File: src/rtl/core/rsf_pkg.sv
// Shared types and constants of the range sample filter.
package rsf_pkg;

	localparam int DIST_W     = 13;
	localparam int CFG_IDX_W  = 3;
	localparam int CFG_DATA_W = 16;

	localparam logic [1:0] DOWN_INDEX = 2'd3;
	localparam logic [7:0] RUN_MAX    = 8'd255;
	localparam logic [6:0] ALPHA_FULL = 7'd100;

	// (raw + 5) / 10 as a multiply by a reciprocal, exact for 17-bit operands
	localparam logic [16:0] ROUND_MM      = 17'd5;
	localparam logic [16:0] RECIP10       = 17'd104858;
	localparam int          RECIP10_SHIFT = 20;

	// x / 100 as a multiply by a reciprocal, exact for 20-bit operands
	localparam logic [20:0] RECIP100       = 21'd1342178;
	localparam int          RECIP100_SHIFT = 27;

	localparam int QUEUE_DEPTH = 4;
	localparam int QPTR_W      = 2;

	localparam logic [15:0]       RST_MIN_VALID_MM      = 16'd40;
	localparam logic [15:0]       RST_MAX_VALID_MM      = 16'd4000;
	localparam logic [7:0]        RST_FAIL_LIMIT        = 8'd3;
	localparam logic [6:0]        RST_ALPHA_PERCENT     = 7'd50;
	localparam logic [DIST_W-1:0] RST_DOWN_NO_TARGET_CM = 13'd400;

	typedef enum logic [CFG_IDX_W-1:0] {
		REG_MIN_VALID_MM,
		REG_MAX_VALID_MM,
		REG_FAIL_LIMIT,
		REG_ALPHA_PERCENT,
		REG_DOWN_NO_TARGET_CM
	} reg_idx_t;

	typedef struct packed {
		logic [1:0]  sensor_index;
		logic        sensor_ok;
		logic        timed_out;
		logic [15:0] raw_mm;
	} in_t;

	typedef struct packed {
		logic [1:0]        out_sensor_index;
		logic [DIST_W-1:0] distance_cm;
		logic              reading_valid;
		logic              frame_any_valid;
	} out_t;

	typedef struct packed {
		logic [15:0]       min_valid_mm;
		logic [15:0]       max_valid_mm;
		logic [7:0]        fail_limit;
		logic [6:0]        alpha_percent;
		logic [DIST_W-1:0] down_no_target_cm;
	} cfg_t;

	// classified request handed from front to back
	typedef struct packed {
		logic [1:0]        sensor_index;
		logic              has_sensor;
		logic              valid;
		logic [DIST_W-1:0] cm;
	} cls_t;

endpackage

File: src/rtl/core/rsf_front.sv
// Front end: validates a reading and converts it to centimeters.
module rsf_front #(
	parameter int SENSOR_COUNT = 4
) (
	input  rsf_pkg::cfg_t cfg,
	input  rsf_pkg::in_t  item,
	output rsf_pkg::cls_t cls
);
	import rsf_pkg::*;

	logic        ok;
	logic        is_down;
	logic        no_target;
	logic        in_window;
	logic        has_sensor;
	logic [16:0] rounded;
	logic [33:0] scaled;

	assign ok         = item.sensor_ok & ~item.timed_out;
	assign is_down    = (item.sensor_index == DOWN_INDEX);
	assign has_sensor = (int'(item.sensor_index) < SENSOR_COUNT);

	// downward sensor: nothing in range reads as zero or anywhere past the window
	assign no_target = ok & is_down &
		((item.raw_mm == 16'd0) | (item.raw_mm > cfg.max_valid_mm));
	assign in_window = ok & (item.raw_mm >= cfg.min_valid_mm) &
		(item.raw_mm <= cfg.max_valid_mm);

	assign rounded = {1'b0, item.raw_mm} + ROUND_MM;
	assign scaled  = 34'(rounded) * 34'(RECIP10);

	always_comb begin
		cls.sensor_index = item.sensor_index;
		cls.has_sensor   = has_sensor;
		cls.valid        = (no_target | in_window) & has_sensor;
		cls.cm           = no_target ? cfg.down_no_target_cm
			: scaled[RECIP10_SHIFT +: DIST_W];
	end

endmodule

File: src/rtl/core/rsf_queue.sv
// Short queue of classified requests between front and back.
module rsf_queue (
	input  logic          clk,
	input  logic          arst_n,
	input  logic          wr_en,
	input  rsf_pkg::cls_t wr_data,
	output logic          full,
	input  logic          rd_en,
	output rsf_pkg::cls_t rd_data,
	output logic          empty
);
	import rsf_pkg::*;

	cls_t              mem_q [QUEUE_DEPTH];
	logic [QPTR_W-1:0] wr_ptr_q;
	logic [QPTR_W-1:0] rd_ptr_q;
	logic [QPTR_W:0]   count_q;

	assign full    = (count_q == (QPTR_W+1)'(QUEUE_DEPTH));
	assign empty   = (count_q == '0);
	assign rd_data = mem_q[rd_ptr_q];

	always_ff @(posedge clk) begin
		if (wr_en) begin
			mem_q[wr_ptr_q] <= wr_data;
		end
	end

	always_ff @(posedge clk or negedge arst_n) begin
		if (!arst_n) begin
			wr_ptr_q <= '0;
			rd_ptr_q <= '0;
			count_q  <= '0;
		end else begin
			if (wr_en) begin
				wr_ptr_q <= wr_ptr_q + 1'b1;
			end
			if (rd_en) begin
				rd_ptr_q <= rd_ptr_q + 1'b1;
			end
			case ({wr_en, rd_en})
				2'b10:   count_q <= count_q + 1'b1;
				2'b01:   count_q <= count_q - 1'b1;
				default: count_q <= count_q;
			endcase
		end
	end

endmodule

File: src/rtl/core/rsf_back.sv
// Back end: per-sensor average, failure runs, frame flag and result buffer.
module rsf_back #(
	parameter int SENSOR_COUNT   = 4,
	parameter int GROUND_BASE_CM = 100,
	parameter int FALLBACK_CM    = 400
) (
	input  logic          clk,
	input  logic          arst_n,
	input  rsf_pkg::cfg_t cfg,
	input  rsf_pkg::cls_t head,
	input  logic          q_empty,
	output logic          q_pop,
	output rsf_pkg::out_t result,
	output logic          empty,
	input  logic          pop
);
	import rsf_pkg::*;

	localparam logic [DIST_W-1:0] FALLBACK   = DIST_W'(FALLBACK_CM);
	localparam logic [DIST_W-1:0] GROUND     = DIST_W'(GROUND_BASE_CM);
	localparam int                DOWN_ENTRY = int'(DOWN_INDEX);

	// per-sensor state
	logic [DIST_W-1:0] avg_q [SENSOR_COUNT];
	logic [7:0]        run_q [SENSOR_COUNT];
	logic              frame_seen_q;

	// stage 1: weighted sum or final distance
	logic              vld_s1;
	logic [1:0]        idx_s1;
	logic              upd_s1;
	logic [19:0]       sum_s1;
	logic [DIST_W-1:0] dist_s1;
	logic              frame_s1;

	// result buffer
	out_t       ob_q [2];
	logic       ob_wr_q;
	logic       ob_rd_q;
	logic [1:0] ob_cnt_q;
	logic       ob_full;
	logic       ob_pop;

	logic [DIST_W-1:0] avg_rd;
	logic [7:0]        run_rd;
	logic [7:0]        run_inc;
	logic [6:0]        a_sat;
	logic [6:0]        inv_a;
	logic [19:0]       sum_a;
	logic [DIST_W-1:0] dist_a;
	logic              is_down;
	logic              frame_a;
	logic              hazard;
	logic              s1_move;
	logic              take;
	logic [40:0]       scaled_b;
	logic [DIST_W-1:0] avg_new;
	out_t              res_b;

	always_comb begin
		avg_rd = '0;
		run_rd = '0;
		for (int e = 0; e < SENSOR_COUNT; e++) begin
			if (int'(head.sensor_index) == e) begin
				avg_rd = avg_rd | avg_q[e];
				run_rd = run_rd | run_q[e];
			end
		end
	end

	assign a_sat   = (cfg.alpha_percent > ALPHA_FULL) ? ALPHA_FULL : cfg.alpha_percent;
	assign inv_a   = ALPHA_FULL - a_sat;
	assign sum_a   = 20'(avg_rd) * 20'(inv_a) + 20'(head.cm) * 20'(a_sat);
	assign run_inc = (run_rd == RUN_MAX) ? run_rd : run_rd + 8'd1;
	assign dist_a  = (!head.has_sensor || run_inc >= cfg.fail_limit) ? FALLBACK : avg_rd;
	assign is_down = (head.sensor_index == DOWN_INDEX);
	assign frame_a = is_down & (frame_seen_q | head.valid);

	// average of this sensor still being written back
	assign hazard  = vld_s1 & upd_s1 & (idx_s1 == head.sensor_index);
	assign ob_full = (ob_cnt_q == 2'd2);
	assign s1_move = vld_s1 & ~ob_full;
	assign take    = ~q_empty & ~hazard & (~vld_s1 | s1_move);
	assign q_pop   = take;

	assign scaled_b = 41'(sum_s1) * 41'(RECIP100);
	assign avg_new  = scaled_b[RECIP100_SHIFT +: DIST_W];

	always_comb begin
		res_b.out_sensor_index = idx_s1;
		res_b.distance_cm      = upd_s1 ? avg_new : dist_s1;
		res_b.reading_valid    = upd_s1;
		res_b.frame_any_valid  = frame_s1;
	end

	always_ff @(posedge clk or negedge arst_n) begin
		if (!arst_n) begin
			for (int e = 0; e < SENSOR_COUNT; e++) begin
				avg_q[e] <= (e == DOWN_ENTRY) ? GROUND : FALLBACK;
				run_q[e] <= '0;
			end
			frame_seen_q <= 1'b0;
			vld_s1       <= 1'b0;
		end else begin
			if (take) begin
				for (int e = 0; e < SENSOR_COUNT; e++) begin
					if (int'(head.sensor_index) == e) begin
						run_q[e] <= head.valid ? 8'd0 : run_inc;
					end
				end
				frame_seen_q <= is_down ? 1'b0 : (frame_seen_q | head.valid);
			end
			if (s1_move && upd_s1) begin
				for (int e = 0; e < SENSOR_COUNT; e++) begin
					if (int'(idx_s1) == e) begin
						avg_q[e] <= avg_new;
					end
				end
			end
			if (take) begin
				vld_s1 <= 1'b1;
			end else if (s1_move) begin
				vld_s1 <= 1'b0;
			end
		end
	end

	always_ff @(posedge clk) begin
		if (take) begin
			idx_s1   <= head.sensor_index;
			upd_s1   <= head.valid;
			sum_s1   <= sum_a;
			dist_s1  <= dist_a;
			frame_s1 <= frame_a;
		end
	end

	assign empty  = (ob_cnt_q == 2'd0);
	assign ob_pop = pop & ~empty;
	assign result = ob_q[ob_rd_q];

	always_ff @(posedge clk) begin
		if (s1_move) begin
			ob_q[ob_wr_q] <= res_b;
		end
	end

	always_ff @(posedge clk or negedge arst_n) begin
		if (!arst_n) begin
			ob_wr_q  <= 1'b0;
			ob_rd_q  <= 1'b0;
			ob_cnt_q <= 2'd0;
		end else begin
			if (s1_move) begin
				ob_wr_q <= ~ob_wr_q;
			end
			if (ob_pop) begin
				ob_rd_q <= ~ob_rd_q;
			end
			case ({s1_move, ob_pop})
				2'b10:   ob_cnt_q <= ob_cnt_q + 2'd1;
				2'b01:   ob_cnt_q <= ob_cnt_q - 2'd1;
				default: ob_cnt_q <= ob_cnt_q;
			endcase
		end
	end

endmodule

File: src/rtl/core/range_sample_filter_with_dropout_hold.sv
// Range sample filter with dropout hold: top level, registers and wiring.
//
// Input side is a queue: a reading request (sensor index, ok and timeout
// flags, raw millimeters) is taken at a clock edge with push high and full
// low. Result side is a queue too: the oldest result sits on result while
// empty is low and is taken at an edge with pop high.
// Registers are written through cfg_we / cfg_index / cfg_data, one per cycle;
// the user must write them only while no request is in flight, which the
// block does not enforce; unknown indexes are ignored. A taken request passes
// the request queue, stage 1 and the result buffer before it is on result.
// One request per cycle is sustained while the result buffer has room. A valid
// reading followed directly by any request for the same sensor stalls that request:
// the new average is written back before that sensor's average is read again.
// Reset loads the register defaults, sets every average to the fallback
// distance (the downward sensor to its ground base), clears failure runs
// and the frame flag, and empties both queues.
// If the receiver stalls, a two-entry result buffer fills, then the back end
// holds, the four-entry request queue fills and full rises.
module range_sample_filter_with_dropout_hold #(
	parameter int SENSOR_COUNT   = 4,
	parameter int GROUND_BASE_CM = 100,
	parameter int FALLBACK_CM    = 400
) (
	input  logic                             clk,
	input  logic                             arst_n,
	input  logic                             push,
	output logic                             full,
	input  rsf_pkg::in_t                     item,
	output logic                             empty,
	input  logic                             pop,
	output rsf_pkg::out_t                    result,
	input  logic                             cfg_we,
	input  logic [rsf_pkg::CFG_IDX_W-1:0]    cfg_index,
	input  logic [rsf_pkg::CFG_DATA_W-1:0]   cfg_data
);
	import rsf_pkg::*;

	cfg_t cfg_q;
	cls_t cls;
	cls_t head;
	logic q_empty;
	logic q_pop;

	always_ff @(posedge clk or negedge arst_n) begin
		if (!arst_n) begin
			cfg_q.min_valid_mm      <= RST_MIN_VALID_MM;
			cfg_q.max_valid_mm      <= RST_MAX_VALID_MM;
			cfg_q.fail_limit        <= RST_FAIL_LIMIT;
			cfg_q.alpha_percent     <= RST_ALPHA_PERCENT;
			cfg_q.down_no_target_cm <= RST_DOWN_NO_TARGET_CM;
		end else if (cfg_we) begin
			case (cfg_index)
				REG_MIN_VALID_MM:      cfg_q.min_valid_mm      <= cfg_data;
				REG_MAX_VALID_MM:      cfg_q.max_valid_mm      <= cfg_data;
				REG_FAIL_LIMIT:        cfg_q.fail_limit        <= cfg_data[7:0];
				REG_ALPHA_PERCENT:     cfg_q.alpha_percent     <= cfg_data[6:0];
				REG_DOWN_NO_TARGET_CM: cfg_q.down_no_target_cm <= cfg_data[DIST_W-1:0];
				default:               cfg_q                   <= cfg_q;
			endcase
		end
	end

	rsf_front #(
		.SENSOR_COUNT (SENSOR_COUNT)
	) u_front (
		.cfg  (cfg_q),
		.item (item),
		.cls  (cls)
	);

	rsf_queue u_queue (
		.clk     (clk),
		.arst_n  (arst_n),
		.wr_en   (push & ~full),
		.wr_data (cls),
		.full    (full),
		.rd_en   (q_pop),
		.rd_data (head),
		.empty   (q_empty)
	);

	rsf_back #(
		.SENSOR_COUNT   (SENSOR_COUNT),
		.GROUND_BASE_CM (GROUND_BASE_CM),
		.FALLBACK_CM    (FALLBACK_CM)
	) u_back (
		.clk     (clk),
		.arst_n  (arst_n),
		.cfg     (cfg_q),
		.head    (head),
		.q_empty (q_empty),
		.q_pop   (q_pop),
		.result  (result),
		.empty   (empty),
		.pop     (pop)
	);

endmodule

File: config.mk
export PLATFORM = sky130hd
export DESIGN_NAME = range_sample_filter_with_dropout_hold
export DESIGN_NICKNAME = d
export VERILOG_FILES = /design/src/rtl/core/rsf_pkg.sv /design/src/rtl/core/rsf_front.sv /design/src/rtl/core/rsf_queue.sv /design/src/rtl/core/rsf_back.sv /design/src/rtl/core/range_sample_filter_with_dropout_hold.sv
export SDC_FILE = /design/constraint.sdc
export NUM_CORES = 2
export LEC_CHECK = 0
export BUFFER_PORTS_ARGS = -buffer_cell sky130_fd_sc_hd__clkbuf_2
export CAP_MARGIN = 20
export CORE_MARGIN = 3
export CORE_UTILIZATION = 66
export CTS_BUF_LIST = sky130_fd_sc_hd__clkbuf_16
export CTS_CLUSTER_DIAMETER = 120
export DETAILED_ROUTE_END_ITERATION = 8
export GPL_ROUTABILITY_DRIVEN = 0
export PLACE_DENSITY = 0.9
export SLEW_MARGIN = 10
export SYNTH_ARGS = -nofsm -noshare
export SYNTH_HDL_FRONTEND = slang
export SYNTH_SLANG_ARGS = --single-unit
File: constraint.sdc
create_clock -name clk -period 17.2 [get_ports clk]
set_input_delay 0 -clock clk [delete_from_list [all_inputs] [get_ports clk]]
set_output_delay 0 -clock clk [all_outputs]
set_load 0.03 [all_outputs]
Word-level counts from Yosys, hierarchy flattened
Memory sizes are Yosys's and may differ from the RTL's.
Index checks and enable logic that the tools add are counted.
{"block": "totals", "regBits": 194, "latchBits": 0, "ram_bits": 98, "mem_bits_ro": 0, "inputBits": 44, "out_inout_bits": 19, "elab_cells": 146, "memories": 2}
{"memory": "u_queue.mem_q", "depth": 4, "width": 16, "rd": 1, "rd_ports_with_merged_regs": 0, "wr": 1, "line_no": "rsf_queue.sv:14", "rtl": "cls_t mem_q [QUEUE_DEPTH];"}
{"memory": "u_back.ob_q", "depth": 2, "width": 17, "rd": 1, "rd_ports_with_merged_regs": 0, "wr": 1, "line_no": "rsf_back.sv:37", "rtl": "out_t ob_q [2];"}
{"block": "op_classes", "add_sub_neg": 10, "mul": 4, "n_div": 0, "magnitude_cmp": 5, "n_eq_ne": 20, "n_shift": 0, "mux": 22, "n_bitwise": 32, "reduce_logical": 25}
{"operator": "two-way mux 13 bit", "n": 6}
{"operator": "two-way mux 8 bit", "n": 6}
{"operator": "multiplier 13 x 7 -> 20 bit", "n": 2}
{"operator": "multiplier 20 x 20 -> 39 bit, second input constant", "n": 1}
{"operator": "OR 13 bit", "n": 3}
{"operator": "multiplier 17 x 16 -> 32 bit, second input constant", "n": 1}
{"operator": "AND reduction 2 bit", "n": 13}
{"operator": "OR 8 bit", "n": 3}
{"operator": "adder 20 bit", "n": 1}
{"operator": "== test 2 bit, second input constant", "n": 9}
{"operator": "adder 16 x 3 -> 17 bit, second input constant", "n": 1}
{"operator": "greater-or-equal comparator 16 bit", "n": 1}
{"operator": "greater-than comparator 16 bit", "n": 1}
{"operator": "less-or-equal comparator 16 bit", "n": 1}
{"operator": "zero test 16 bit", "n": 1}
{"operator": "AND 1 bit", "n": 13}
{"operator": "NOT 1 bit", "n": 9}
{"operator": "adder 8 x 1 -> 8 bit, second input constant", "n": 1}
{"operator": "== test 2 x 1 -> 1 bit, second input constant", "n": 4}
{"operator": "== test 8 bit, second input constant", "n": 1}
{"operator": "greater-or-equal comparator 8 bit", "n": 1}
{"operator": "greater-than comparator 7 bit, second input constant", "n": 1}
{"operator": "two-way mux 1 bit", "n": 7}
{"operator": "two-way mux 7 bit", "n": 1}
{"operator": "18 further kinds", "n": 30}

Depth between registers and ports, before layout
An unclocked memory read counts as a cell.
{"block": "depth", "word_depth": 13, "mapped_depth": 29, "ltp_nobuf": 28}

By module
From an unflattened synthesis, not the netlist that was laid out.
{"block": "hier_totals", "hier_cells": 2894, "area_unflattened_um2": 32004.4}
{"mod": "rsf_back", "instances": 1, "cells_each": 1902, "area_each_um2": 20373.3, "seq_area_each_um2": 4399.2}
{"mod": "rsf_front", "instances": 1, "cells_each": 735, "area_each_um2": 6419.9, "seq_area_each_um2": 0.0}
{"mod": "rsf_queue", "instances": 1, "cells_each": 126, "area_each_um2": 2894.0, "seq_area_each_um2": 2217.1}
{"mod": "range_sample_filter_with_dropout_hold", "instances": 1, "cells_each": 131, "area_each_um2": 2317.2, "seq_area_each_um2": 1521.5}

Worst setup path after synthesis
Ideal clock, no wire load.
{"block": "synth_timing", "path_kind": "reg2reg", "from": "reg u_queue.rd_ptr_q[0]", "to": "reg u_back.sum_s1[19] (data pin)", "setup_time_ns": 0.260, "arrival_time_ns": 7.069, "required_ns": 16.940, "slack_ns": 9.871, "stages_incl_launch_ff": 27, "n_path_buf": 4, "period_less_slack_ns": 7.329, "cell_sequence": "dfrtp_1 > buf_6 > mux4_2 > buf_2 > buf_2 > buf_1 > mux2i_1 > mux2_2 > nor2_1 > fa_1 > inv_1 > fa_1 > inv_1 > fa_1 > fa_1 > fa_1 > inv_1 > fa_1 > inv_1 > ha_1 > or2_2 > o311ai_0 > a31oi_1 > nor2_1 > o2111ai_1 > a21oi_1 > xnor2_1"}
{"element": "start, declared", "line_no": "rsf_queue.sv:16", "rtl": "logic [QPTR_W-1:0] rd_ptr_q;"}
{"element": "start signal, assigned", "line_no": "rsf_queue.sv:39", "rtl": "rd_ptr_q <= rd_ptr_q + 1'b1;"}
{"element": "end signal, assigned", "line_no": "rsf_back.sv:132", "rtl": "sum_s1 <= sum_a;"}
{"element": "end, declared", "line_no": "rsf_back.sv:32", "rtl": "logic [19:0] sum_s1;"}

Worst setup path in the final report
{"block": "layout_timing", "from": "reg cfg_q[19] (netlist name)", "to": "reg u_back.sum_s1[19] (data pin)"}
{"block": "layout_via", "elab_chain_len": 5, "word_cells_on_any_way": 6, "cone_classes": "2 x add/sub; 2 x mul; 1 x order compare; 1 x mux"}
{"element": "start, declared", "line_no": "range_sample_filter_with_dropout_hold.sv:38", "rtl": "cfg_t cfg_q;"}
{"element": "start signal, assigned", "line_no": "range_sample_filter_with_dropout_hold.sv:58", "rtl": "default: cfg_q <= cfg_q;"}
{"element": "greater-than comparator 7 bit", "line_no": "rsf_back.sv:71", "rtl": "assign a_sat = (cfg.alpha_percent > ALPHA_FULL) ? ALPHA_FULL : cfg.alpha_percent;"}
{"element": "two-way mux 7 bit (*)", "line_no": "rsf_back.sv:71"}
{"element": "subtractor 7 bit", "line_no": "rsf_back.sv:72", "rtl": "assign inv_a = ALPHA_FULL - a_sat;"}
{"element": "multiplier 13 x 7 -> 20 bit", "line_no": "rsf_back.sv:73", "rtl": "assign sum_a = 20'(avg_rd) * 20'(inv_a) + 20'(head.cm) * 20'(a_sat);"}
{"element": "adder 20 bit (*)", "line_no": "rsf_back.sv:73"}
{"element": "net u_back.sum_a[19]", "line_no": "rsf_back.sv:49", "rtl": "logic [19:0] sum_a;"}
The timed path passes the listed nets; every way through them passes the cells marked *.
A chain may end at the register's enable or synchronous reset.

==> qor.yml <==
timing:
  finalSetupViolCount: 0
  layout_min_cycle_time_ns: 9.45
  holdWs_ns: 0.00235
  slew_violations: 0
  timing.fmax_mhz: 106
  max-slew-margin-rel: 0.220
  setup_tns_ns: 0
  finalCritPeriodShare: 0.549
  tightest_slew_ns: 1.16
  skew_ns: 0.0301
  rsz0062_at_grt: "false"
  hold_viol_final: 0
die:
  fp-row-count: 77
  die-width_um: 220
  die_h_um: 220
  boundaryPins: 63
  initial_utilization: 0.676
  core_sq_um: 44800
  die_area_sq_um: 48500
synthesis:
  synth_area_leaders: "fa_1 (25%), ha_1 (19%), edfxtp_1 (13%), dfrtp_1 (11%), inv_1 (6.3%)"
  synth-seq-cells: 292
  synth_nets: 3615
  ys_seq_area_frac: 0.265
  async_reset_ff_frac: 0.538
  avgSynthCellArea_sq_um: 11.1
  yosysTopAreaCell: "fa_1"
  ys.flop_type: "edfxtp_1"
  synth_cell_types: 64
  yosysWarnings: 0
  synth.most_common_cell: "inv_1"
  yosys-top-cells-count: "inv_1 (510), ha_1 (462), fa_1 (371)"
  synth_cells: 2738
  mappedNetlistArea_sq_um: 30300
  synth_edf_count: 135
  synth_top_area_frac: 0.245
route:
  first_pass_iters: 6
  remaining_drc_errors: 0
  drtIter0Drc: 2021
  post_drt_wl_per_cell_um: 21.8
  vias: 21200
  wl_mm: 74.8
  viasPerCell: 6.20
  ant_nets: 0
run:
  max-cap-violations: 0
setup_path:
  crit_path_start_kind: "flip-flop"
  cp-end-kind: "flip-flop"
  path_class: "reg -> reg"
  r2r_end: "u_back.sum_s1[19]"
  r2r_slack_ns: 7.75
  cp_max_fo: 22
  required_ns: 17.54
  r2r_cells: 27
  worst_ep_arrival_time_ns: 9.79
  timing.rr.start: "cfg_q[19]"
clocking:
  cts.clk_slew.worst_paths_ns: 0.07
  numCtsBuffers: 30
  cts_root_buf: "clkbuf_16"
  cts_buffer_depth: 3
  cts_tree: "done"
  htreeDepth: 1
  cts_num_sinks: 292
  post_cts_buffers: 0
  clk_latency_ns: 0.59
global_routing:
  grtUsageMet3: 0.0603
  grt_pass1_vias: 23700
  grt_usage: 0.320
  met2_usage: 0.559
  antenna_found_initial: 0
  grt_max_degree: 93
  grt_pass1_wl_mm: 121
  grt_overflow: 0
  grt_most_used_layer: "met2"
  grt_util_met1: 0.374
final_layout:
  drive_gt1_frac: 0.105
  antenna_cells: 0
  fillCellCount: 2658
  syn_to_final_growth_pct: 7.46
  layout.cells.non_filler: 3428
  num-nets-final: 3689
placement:
  dp.final_hpwl_mm: 57.1
  port-buffer-count: 62
  placed_cells: 3347
min_path:
  hold_class: "in -> async"
outcome:
  outcome: "completed"
[layout by cell type (no fill, tap or decap), types with 51 or more instances in the layout]
cell / synthesis / routed
inv_1: 510 / 514
mux2_2: 103 / 103
fa_1: 371 / 371
nor2_1: 102 / 102
nand2_1: 245 / 245
xnor2_1: 61 / 61
o21ai_0: 99 / 99
clkbuf_2: 0 / 61
ha_1: 462 / 462
dfrtp_1: 129 / 129
a21oi_1: 51 / 51
edfxtp_1: 135 / 135
[area by class of cell]
type                       instances  area, sq um  share of cell area
timing repair buffer              98          657              0.0202
inverter                         510         1910              0.0588
sequential                       292         8020               0.246
multi-input combinational       1880        20200               0.620
tap                              592          741              0.0227
clock inverter                    26          302             0.00926
clock buffer                      30          751              0.0231
[critical path, cell delays in order (launching register included)]
cell	delay (ns)
dfrtp_1	0.77
nand2_1	0.50
a21oi_1	0.39
nor2b_1	0.20
buf_4	0.23
inv_1	0.21
ha_1	0.30
o21ai_0	0.16
xnor2_1	0.93
nor2_1	0.16
fa_1	0.53
inv_1	0.05
fa_1	0.48
inv_1	0.06
fa_1	0.50
fa_1	0.53
fa_1	0.55
inv_1	0.06
fa_1	0.54
inv_1	0.04
ha_1	0.23
or2_2	0.33
o311ai_0	0.63
a31oi_1	0.21
nor2_1	0.20
o2111ai_1	0.14
a21oi_1	0.18
xnor2_1	0.08
[state kept, by name (all words and copies together), names as in the netlist]
| register | cells |
|---|---|
| u_back.run_q | 32 |
| u_back.idx_s1 | 2 |
| u_back.ob_wr_q | 1 |
| cfg_q | 60 |
| u_back.avg_q | 52 |
| u_back.frame_s1 | 1 |
| u_queue.wr_ptr_q | 2 |
| u_back.ob_cnt_q | 2 |
| u_back.vld_s1 | 1 |
| u_back.ob_rd_q | 1 |
| u_queue.count_q | 3 |
| u_back.sum_s1 | 20 |
| u_back.ob_q | 34 |
| u_back.upd_s1 | 1 |
| u_queue.mem_q | 64 |
| u_back.frame_seen_q | 1 |
| u_queue.rd_ptr_q | 2 |
| u_back.dist_s1 | 13 |
[cell families (layout without fill, tap and decap cells)]
family          after synthesis  in the layout  synth area share
fa+ha+maj                   833            833             0.436
buf+inv                     566            664            0.0707
simple gates                539            539            0.0829
flops                       292            292             0.265
compound gates              251            251            0.0502
mux                         167            167            0.0695
xor+xnor                     90             90            0.0263
[what timing repair did]
item                                    CTS  global route
resized for setup                         0             0
hold endpoints to repair                136             0
hold buffers                             23             0
endpoints found under the setup margin    0             0
[metrics by stage]
stage	util	cell area, sq um	setup WS (ns)
4_1_cts	0.726	32500	7.82
3_3_place_gp	0.698	31300	8.55
5_1_grt	0.727	32600	7.25
3_5_place_dp	0.698	31300	7.93
6_report	0.727	32600	7.75
2_1_floorplan	-	30300	9.87
[how the worst max path moves through the flow]
stage | from | to | slack, ns | depth (start not counted)
final | cfg_q[19] | u_back.sum_s1[19] | 7.75 | 27
after global routing | cfg_q[19] | u_back.sum_s1[19] | 7.25 | 27
after CTS | cfg_q[19] | u_back.sum_s1[19] | 7.82 | 26
after detailed placement | cfg_q[19] | u_back.sum_s1[19] | 7.93 | 26
after global placement | cfg_q[19] | u_back.sum_s1[19] | 8.55 | 26
after floorplan | u_queue.rd_ptr_q[0] | u_back.sum_s1[19] | 9.87 | 26
[metal layers]
| metal | wire length [um] | vias up |
|---|---|---|
| li1 | - | 9159 |
| met1 | 26300 | 10500 |
| met2 | 37600 | 1158 |
| met3 | 6070 | 371 |
| met4 | 4800 | 0 |
| met5 | 0 | - |
Power is left out: the tool's default activity adds up to more than one toggle a clock period on the data nets, which glitch-free logic cannot reach.
